`config.mk`:
```
export PLATFORM = sky130hd
export DESIGN_NAME = i2c_register_read_sequencer_top
export DESIGN_NICKNAME = d
export VERILOG_FILES = /design/src/rtl/i2crrs_pkg.sv /design/src/rtl/i2crrs_step.sv /design/src/rtl/i2crrs_pipe.sv /design/src/rtl/i2c_register_read_sequencer_top.sv
export SDC_FILE = /design/constraint.sdc
export NUM_CORES = 1
export LEC_CHECK = 0
export ABC_AREA = 1
export ABC_CLOCK_PERIOD_IN_PS = 4240
export BUFFER_PORTS_ARGS = -buffer_cell sky130_fd_sc_hd__buf_4
export CORE_ASPECT_RATIO = 1.5
export CORE_MARGIN = 2
export CORE_UTILIZATION = 60
export DETAILED_ROUTE_END_ITERATION = 10
export GPL_TIMING_DRIVEN = 0
export PLACE_DENSITY_LB_ADDON = 0.2
export SLEW_MARGIN = 30
export SYNTH_ARGS = -nofsm -noshare
export SYNTH_HDL_FRONTEND = slang
export SYNTH_SLANG_ARGS = --single-unit
```
`constraint.sdc`:
```
create_clock -name clk -period 4.24 [get_ports clk]
set_input_delay 0.848 -clock clk [delete_from_list [all_inputs] [get_ports clk]]
set_output_delay 0.848 -clock clk [all_outputs]
set_load 0.05 [all_outputs]
```
`src/rtl/i2crrs_pkg.sv`:
```
// ----------------------------------------------------------------------------
// I2C register read sequencer package
// Shared types and codes for the event, result and sequencer state.
// ----------------------------------------------------------------------------
package i2crrs_pkg;

  localparam int unsigned BYTE_BITS = 8;

  localparam logic [2:0] KIND_START = 3'd0;
  localparam logic [2:0] KIND_ACK   = 3'd1;
  localparam logic [2:0] KIND_NACK  = 3'd2;
  localparam logic [2:0] KIND_RXDV  = 3'd3;
  localparam logic [2:0] KIND_MSTOP = 3'd4;

  localparam logic RW_WRITE = 1'b0;
  localparam logic RW_READ  = 1'b1;

  typedef enum logic [6:0] {
    PH_IDLE   = 7'b0000001,
    PH_ADDR_W = 7'b0000010,
    PH_REG    = 7'b0000100,
    PH_ADDR_R = 7'b0001000,
    PH_MSB    = 7'b0010000,
    PH_LSB    = 7'b0100000,
    PH_END    = 7'b1000000
  } phase_t;

  typedef struct packed {
    logic [2:0] kind;
    logic [6:0] dev_addr;
    logic [7:0] reg_byte;
    logic [7:0] rx_byte;
  } ev_item_t;

  typedef struct packed {
    logic        cmd_start;
    logic        cmd_ack;
    logic        cmd_nack;
    logic        cmd_stop;
    logic        tx_valid;
    logic [7:0]  tx_byte;
    logic [15:0] read_value;
    logic        done_res;
    logic        protocol_error;
  } res_item_t;

  typedef struct packed {
    phase_t      phase;
    logic [6:0]  target_address;
    logic [7:0]  command_byte;
    logic [15:0] value_register;
  } seq_state_t;

endpackage

```
`src/rtl/i2crrs_step.sv`:
```
// ----------------------------------------------------------------------------
// I2C register read sequencer step
// Computes the next sequencer state and the result for one bus event.
// ----------------------------------------------------------------------------
module i2crrs_step
  import i2crrs_pkg::*;
(
  input  seq_state_t st,
  input  ev_item_t   ev,
  output seq_state_t st_next,
  output res_item_t  res
);

  logic       ok;
  logic [7:0] addr_rd;

  assign addr_rd = {st.target_address, RW_READ};

  always_comb begin
    st_next = st;
    res     = '0;
    ok      = 1'b0;
    unique case (ev.kind)
      KIND_START: begin
        if (st.phase == PH_IDLE || st.phase == PH_END) begin
          st_next.target_address = ev.dev_addr;
          st_next.command_byte   = ev.reg_byte;
          st_next.phase          = PH_ADDR_W;
          res.cmd_start          = 1'b1;
          res.tx_valid           = 1'b1;
          res.tx_byte            = {ev.dev_addr, RW_WRITE};
          ok                     = 1'b1;
        end
      end
      KIND_ACK: begin
        priority if (st.phase == PH_ADDR_W) begin
          st_next.phase = PH_REG;
          res.tx_valid  = 1'b1;
          res.tx_byte   = st.command_byte;
          ok            = 1'b1;
        end else if (st.phase == PH_REG) begin
          st_next.phase = PH_ADDR_R;
          res.cmd_start = 1'b1;
          res.tx_valid  = 1'b1;
          res.tx_byte   = addr_rd;
          ok            = 1'b1;
        end else if (st.phase == PH_ADDR_R) begin
          st_next.phase = PH_MSB;
          ok            = 1'b1;
        end else begin
          ok = 1'b0;
        end
      end
      KIND_NACK: begin
        if (st.phase == PH_ADDR_R) begin
          res.cmd_start = 1'b1;
          res.tx_valid  = 1'b1;
          res.tx_byte   = addr_rd;
          ok            = 1'b1;
        end
      end
      KIND_RXDV: begin
        priority if (st.phase == PH_MSB) begin
          st_next.value_register = {ev.rx_byte, {BYTE_BITS{1'b0}}};
          st_next.phase          = PH_LSB;
          res.cmd_ack            = 1'b1;
          ok                     = 1'b1;
        end else if (st.phase == PH_LSB) begin
          st_next.value_register = st.value_register | {{BYTE_BITS{1'b0}}, ev.rx_byte};
          st_next.phase          = PH_END;
          res.cmd_nack           = 1'b1;
          res.cmd_stop           = 1'b1;
          ok                     = 1'b1;
        end else begin
          ok = 1'b0;
        end
      end
      KIND_MSTOP: begin
        if (st.phase == PH_END) begin
          res.done_res = 1'b1;
          ok           = 1'b1;
        end
      end
      default: begin
        ok = 1'b0;
      end
    endcase
    if (!ok) begin
      st_next            = st;
      res                = '0;
      res.protocol_error = 1'b1;
    end
    res.read_value = st_next.value_register;
  end

endmodule

```
`src/rtl/i2crrs_pipe.sv`:
```
// ----------------------------------------------------------------------------
// I2C register read sequencer pipeline
// Input register, sequencer state registers and result register with stall.
// ----------------------------------------------------------------------------
module i2crrs_pipe
  import i2crrs_pkg::*;
(
  input  logic      clk,
  input  logic      rst,
  input  logic      ev_valid,
  output logic      ev_stall,
  input  ev_item_t  ev,
  output logic      res_valid,
  input  logic      res_stall,
  output res_item_t res
);

  logic       hold_valid;
  ev_item_t   hold;
  seq_state_t st;
  seq_state_t st_next;
  res_item_t  step_res;
  logic       res_free;
  logic       step_fire;

  assign res_free  = !res_valid || !res_stall;
  assign step_fire = hold_valid && res_free;
  assign ev_stall  = hold_valid && !res_free;

  i2crrs_step u_step (
    .st      (st),
    .ev      (hold),
    .st_next (st_next),
    .res     (step_res)
  );

  always_ff @(posedge clk) begin
    if (rst) begin
      hold_valid <= 1'b0;
    end else if (!ev_stall) begin
      hold_valid <= ev_valid;
    end
  end

  always_ff @(posedge clk) begin
    if (ev_valid && !ev_stall) begin
      hold <= ev;
    end
  end

  always_ff @(posedge clk) begin
    if (rst) begin
      st.phase          <= PH_IDLE;
      st.target_address <= '0;
      st.command_byte   <= '0;
      st.value_register <= '0;
    end else if (step_fire) begin
      st <= st_next;
    end
  end

  always_ff @(posedge clk) begin
    if (rst) begin
      res_valid <= 1'b0;
    end else if (res_free) begin
      res_valid <= hold_valid;
    end
  end

  always_ff @(posedge clk) begin
    if (step_fire) begin
      res <= step_res;
    end
  end

`ifndef SYNTHESIS
  a_error_keeps_state: assert property (@(posedge clk) disable iff (rst)
    step_fire && step_res.protocol_error |=> $stable(st))
    else $error("Rejected event changed the sequencer state.");

  a_done_in_end: assert property (@(posedge clk) disable iff (rst)
    step_fire && step_res.done_res |=> st.phase == PH_END)
    else $error("Completion reported outside the end phase.");

  a_stall_needs_hold: assert property (@(posedge clk) disable iff (rst)
    ev_stall |-> hold_valid && res_valid)
    else $error("Event stalled with a free pipeline.");

  a_start_sends_addr: assert property (@(posedge clk) disable iff (rst)
    res_valid && res.cmd_start |-> res.tx_valid && !res.protocol_error)
    else $error("Start issued without an address byte.");
`endif

endmodule

```
`src/rtl/i2c_register_read_sequencer_top.sv`:
```
// ----------------------------------------------------------------------------
// I2C register read sequencer
// Sequences an I2C master read of one 16-bit register from bus events.
// ----------------------------------------------------------------------------
// Usage: the event channel (ev_valid, ev_stall, ev) carries one bus event per
// transfer: start, ack, nack, received byte or master stop. The result channel
// (res_valid, res_stall, res) returns exactly one result per event with the
// bus commands to issue, the byte to send, the assembled read value and the
// done and protocol error flags.
// An event is registered in the input register at its transfer, processed
// by the combinational step, and its result is registered in the result
// register. Throughput is one event per cycle while the result is not
// stalled, set by the combinational phase update between the registers.
// Reset clears both valid flags, returns the sequencer to idle and clears the
// stored addresses and read value.
// When the receiver stalls, the result holds; the input register still takes
// one more event, and then ev_stall rises until the result is taken.
// ----------------------------------------------------------------------------
module i2c_register_read_sequencer_top
  import i2crrs_pkg::*;
(
  input  logic      clk,
  input  logic      rst,
  input  logic      ev_valid,
  output logic      ev_stall,
  input  ev_item_t  ev,
  output logic      res_valid,
  input  logic      res_stall,
  output res_item_t res
);

  i2crrs_pipe u_pipe (
    .clk       (clk),
    .rst       (rst),
    .ev_valid  (ev_valid),
    .ev_stall  (ev_stall),
    .ev        (ev),
    .res_valid (res_valid),
    .res_stall (res_stall),
    .res       (res)
  );

endmodule
```
==> summary by stage <==
Run status
The flow ran to the end, and the final reports show no timing, DRC or antenna violations.

Logic synthesis
The dominant register cell in the synthesized netlist is edfxtp_1. The synthesized-area fraction occupied by ao, oa, aoi and oai cells is 12.0%. The distinct cell type count after synthesis is 33. The synthesized netlist devotes 0% of its cell area to adder and majority cells.

The register bit total from synthesis is 96. By area, the combinational part of the netlist is dominated by simple AND/OR/NAND/NOR gates. Each instance of the synthesized netlist takes up on average 10.1 um2. The synthesized area is 0.00405 mm2. The fraction of the yosys area taken by sequential cells is 61.3%. After synthesis, the share of cell area in mux cells is 0%. In the synthesized netlist the async set-or-reset flop fraction comes to 0%. The proportion of netlist area held by the largest area contributor is 41.6%. Yosys mapped a number of flops with a built-in enable equal to 56.

The cell taking the most area after synthesis is edfxtp_1. The Yosys step of the flow raised 0 warnings. Synthesis produced a netlist whose cell count is 400. The simple-gate share of the synthesized area is 19.2%.

In the post-synthesis netlist, the biggest area contributors are edfxtp_1 (42%), dfxtp_1 (20%), nand2_1 (6.9%). Synthesis produced a netlist with a net count of 430. The xor and xnor fraction of the mapped netlist area is 0%.

Routing
Wires add up to 7790 um. In the final routed layout, each cell accounts on average for 14.1 um. The initial detailed-routing violation count is 167. The total number of vias is 2934. In the routed design, unresolved DRC markers number 0.

In this run the remaining antenna-violating nets after routing total 0. The mean number of vias per cell is 5.31. The pre-antenna-repair detailed-routing pass consisted of 5 iterations.

Floorplan
The die covers 0.00743 mm2. The initial utilization of the core area, before any placement, comes to 62.0%. The die width is 71.1 um. Pin placement for this block handled 63 I/O pins. The placeable core region is 0.00653 mm2. The initialized floorplan defines 36 standard-cell rows. The floorplan step set the die height to 105 um.

STA
The sum of negative setup slack is 0 ps. Headroom to the max-slew limit came out at 54.8%. For the pin with the worst max-slew slack, the measured transition is 678 ps. The maximum frequency from static timing analysis is 439 MHz.

Setup violations remaining at the end of the flow were counted as 0. The number of pins with negative max-slew slack in the final report was 0. The maximum clock skew at final layout is 5.28 ps. The post-route clock period utilization is 53.7%. The total count of hold-check failures in the final report is 0.

The final critical path time including I/O delays and setup is 2280 ps. Setup repair after global routing left no endpoint under its margin.

Layout
The share of post-route cells with drive strength above 1 is 27.0%. The area growth from synthesis to layout is 18.7%. The number of antenna diodes in the final layout is 0. The area of the multi-input gates is 0.00126 mm2. In the final design database the tool counted 502 nets. The flip-flop and latch area is 0.00248 mm2. The fill cell total of the finished layout is 486.

Worst setup path
Of all nets on the critical path, the largest fanout is 38. The worst register-to-register path ends at u_pipe.st[30]$_SDFFE_PP0P_. The flop-to-flop setup slack is 2250 ps. The number of cells traversed by the worst register-to-register path is 7.

Tracing the worst setup path back leads to its startpoint at res_stall. At the worst endpoint, the arrival time is 2570 ps. The startpoint type of the worst setup path is an input pin. The startpoint of the most critical register-to-register path is u_pipe.res_valid$_SDFFE_PP0N_.

STA puts the critical path data required time at 4530 ps. The critical path is of the input pin to flip-flop type. The category of the worst setup path capture point is a flip-flop.

Power
The leakage power is 1.97 nW. Overall power consumption after layout is estimated at 1.85 mW. The power per unit of standard cell area is 386 mW/mm2. The worst-case vdd ir drop is 0.307 mV.

Worst hold path
For hold timing, the worst endpoint is u_pipe.st[21]$_SDFFE_PP0P_. Along the worst hold path, the cell count comes to 2. The worst hold path belongs to the class flip-flop to flip-flop. The worst hold path begins at u_pipe.st[21]$_SDFFE_PP0P_.

Clock tree
The number of buffers inserted by post-CTS setup repair is 0. The number of clock sinks is 96. Clock tree synthesis inserted a total of 9 buffers. TritonCTS built the clock tree. The clock transition at the registers of the reported paths is 80 ps. The H-tree depth is 3. The count of hold buffers inserted by post-cts repair is 0. The post-CTS resize count is 0. The clock latency on the worst-skew pair is 360 ps.

CTS placed an instance of clkbuf_8 at the clock tree root. The maximum clock path buffer count is 2.

Place
The HPWL after detailed placement is 5440 um. The final estimated routing congestion in global placement is 0.844. The total of buffers placed on input and output ports is 61.

GRT
Global routing consumed, over all layers together, 22.1% of the routing resources. The maximum number of pins on one net before global-route repair is 39. The number of global-route vias before repair came to 2876.

The number of antenna violations at the first check in global routing is 0. For this run the aggregate overflow at the end of global routing stands at 0. The first-pass GRT wire length is 12700 um.

Run
Max-cap violations in this run came to 0.
where the power goes:
| group | internal [mW] | switching (mW) | leakage (nW) |
|---|---|---|---|
| Combinational | 0.0623 | 0.128 | 0.992 |
| Sequential | 1.03 | 0.0156 | 0.874 |
| Clock | 0.330 | 0.287 | 0.102 |
| Total | 1.42 | 0.431 | 1.97 |
critical path: stages:
cell and delay (ps):
buf_4 110, nand2_1 90, inv_1 100, nor2_8 530, nand3_2 370, clkinv_1 270, nand2_1 100, a21oi_1 130
layout by cell type, fill, tap and decap left out, drive strengths merged:
cell type / n
nand2: 83
buf: 66
inv: 59
edfxtp: 56
nor2: 45
dfxtp: 40
a21oi: 38
o21ai: 26
nand3: 18
clkbuf: 18
a211oi: 8
clkinv: 5
nand4: 4
o211ai: 3
nor3: 2
a22oi: 2
bufinv: 2
or2: 1
o221ai: 1
routing by layer:
metal	vias to the layer above	track usage, %	share of wire [%]
li1	1464	-	-
met3	11	5.40	4.2
met5	-	0	0
met1	1380	25.0	41
met4	0	8.63	1.3
met2	79	39.3	54
registers in the layout (all words and copies together) (netlist names):
name,count
u_pipe.hold_valid,1
u_pipe.st,38
u_pipe.res,30
u_pipe.res_valid,1
u_pipe.hold,26
kinds of logic after synthesis:
group | after synthesis
flip-flops | 96
AO/OA/AOI/OAI | 78
AND/OR/NAND/NOR | 153
buffers and inverters | 73
worst max-delay path by stage:
stage / end / slack [ps] / depth (start not counted)
after CTS: u_pipe.st[30]$_SDFFE_PP0P_ / 1950 / 8
after floorplan: u_pipe.hold[0]$_DFFE_PP_ / 1710 / 5
final: u_pipe.st[30]$_SDFFE_PP0P_ / 1960 / 8
after global routing: u_pipe.st[17]$_SDFFE_PP0P_ / 1820 / 8
after global placement: u_pipe.st[25]$_SDFFE_PP0P_ / 1670 / 8
after detailed placement: u_pipe.st[17]$_SDFFE_PP0P_ / 1600 / 8
area by class of cell:
type                            count  share of cell area (%)
Clock buffer                       12                    2.81
Tap cell                           76                    1.98
Multi-Input combinational cell    231                    26.3
Clock inverter                      4                    1.43
Timing Repair Buffer               61                    9.53
Inverter                           62                    4.87
Buffer                             11                    1.35
Sequential cell                    96                    51.7
metrics by stage:
stage,setup slack [ps],cells,hold slack (ps),utilization [%],instance area [um2]
final,1960,553,462,73.5,4800
after global routing,1820,553,482,73.5,4800
after CTS,1950,553,462,73.5,4800
after detailed placement,1600,537,449,70.4,4600
after global placement,1670,537,439,70.4,4600
after floorplan,1710,400,424,-,4050
cell usage after synthesis, types with 8 or more instances:
| cell | number |
|---|---|
| o21ai_1 | 9 |
| edfxtp_1 | 56 |
| nand3_1 | 14 |
| nor2_2 | 10 |
| nand2_1 | 74 |
| o21ai_0 | 8 |
| nor2_1 | 29 |
| a21oi_1 | 33 |
| a211oi_1 | 8 |
| inv_1 | 54 |
| dfxtp_1 | 40 |
| o21ai_2 | 9 |
Note: power is estimated with default switching activity, not from simulation.
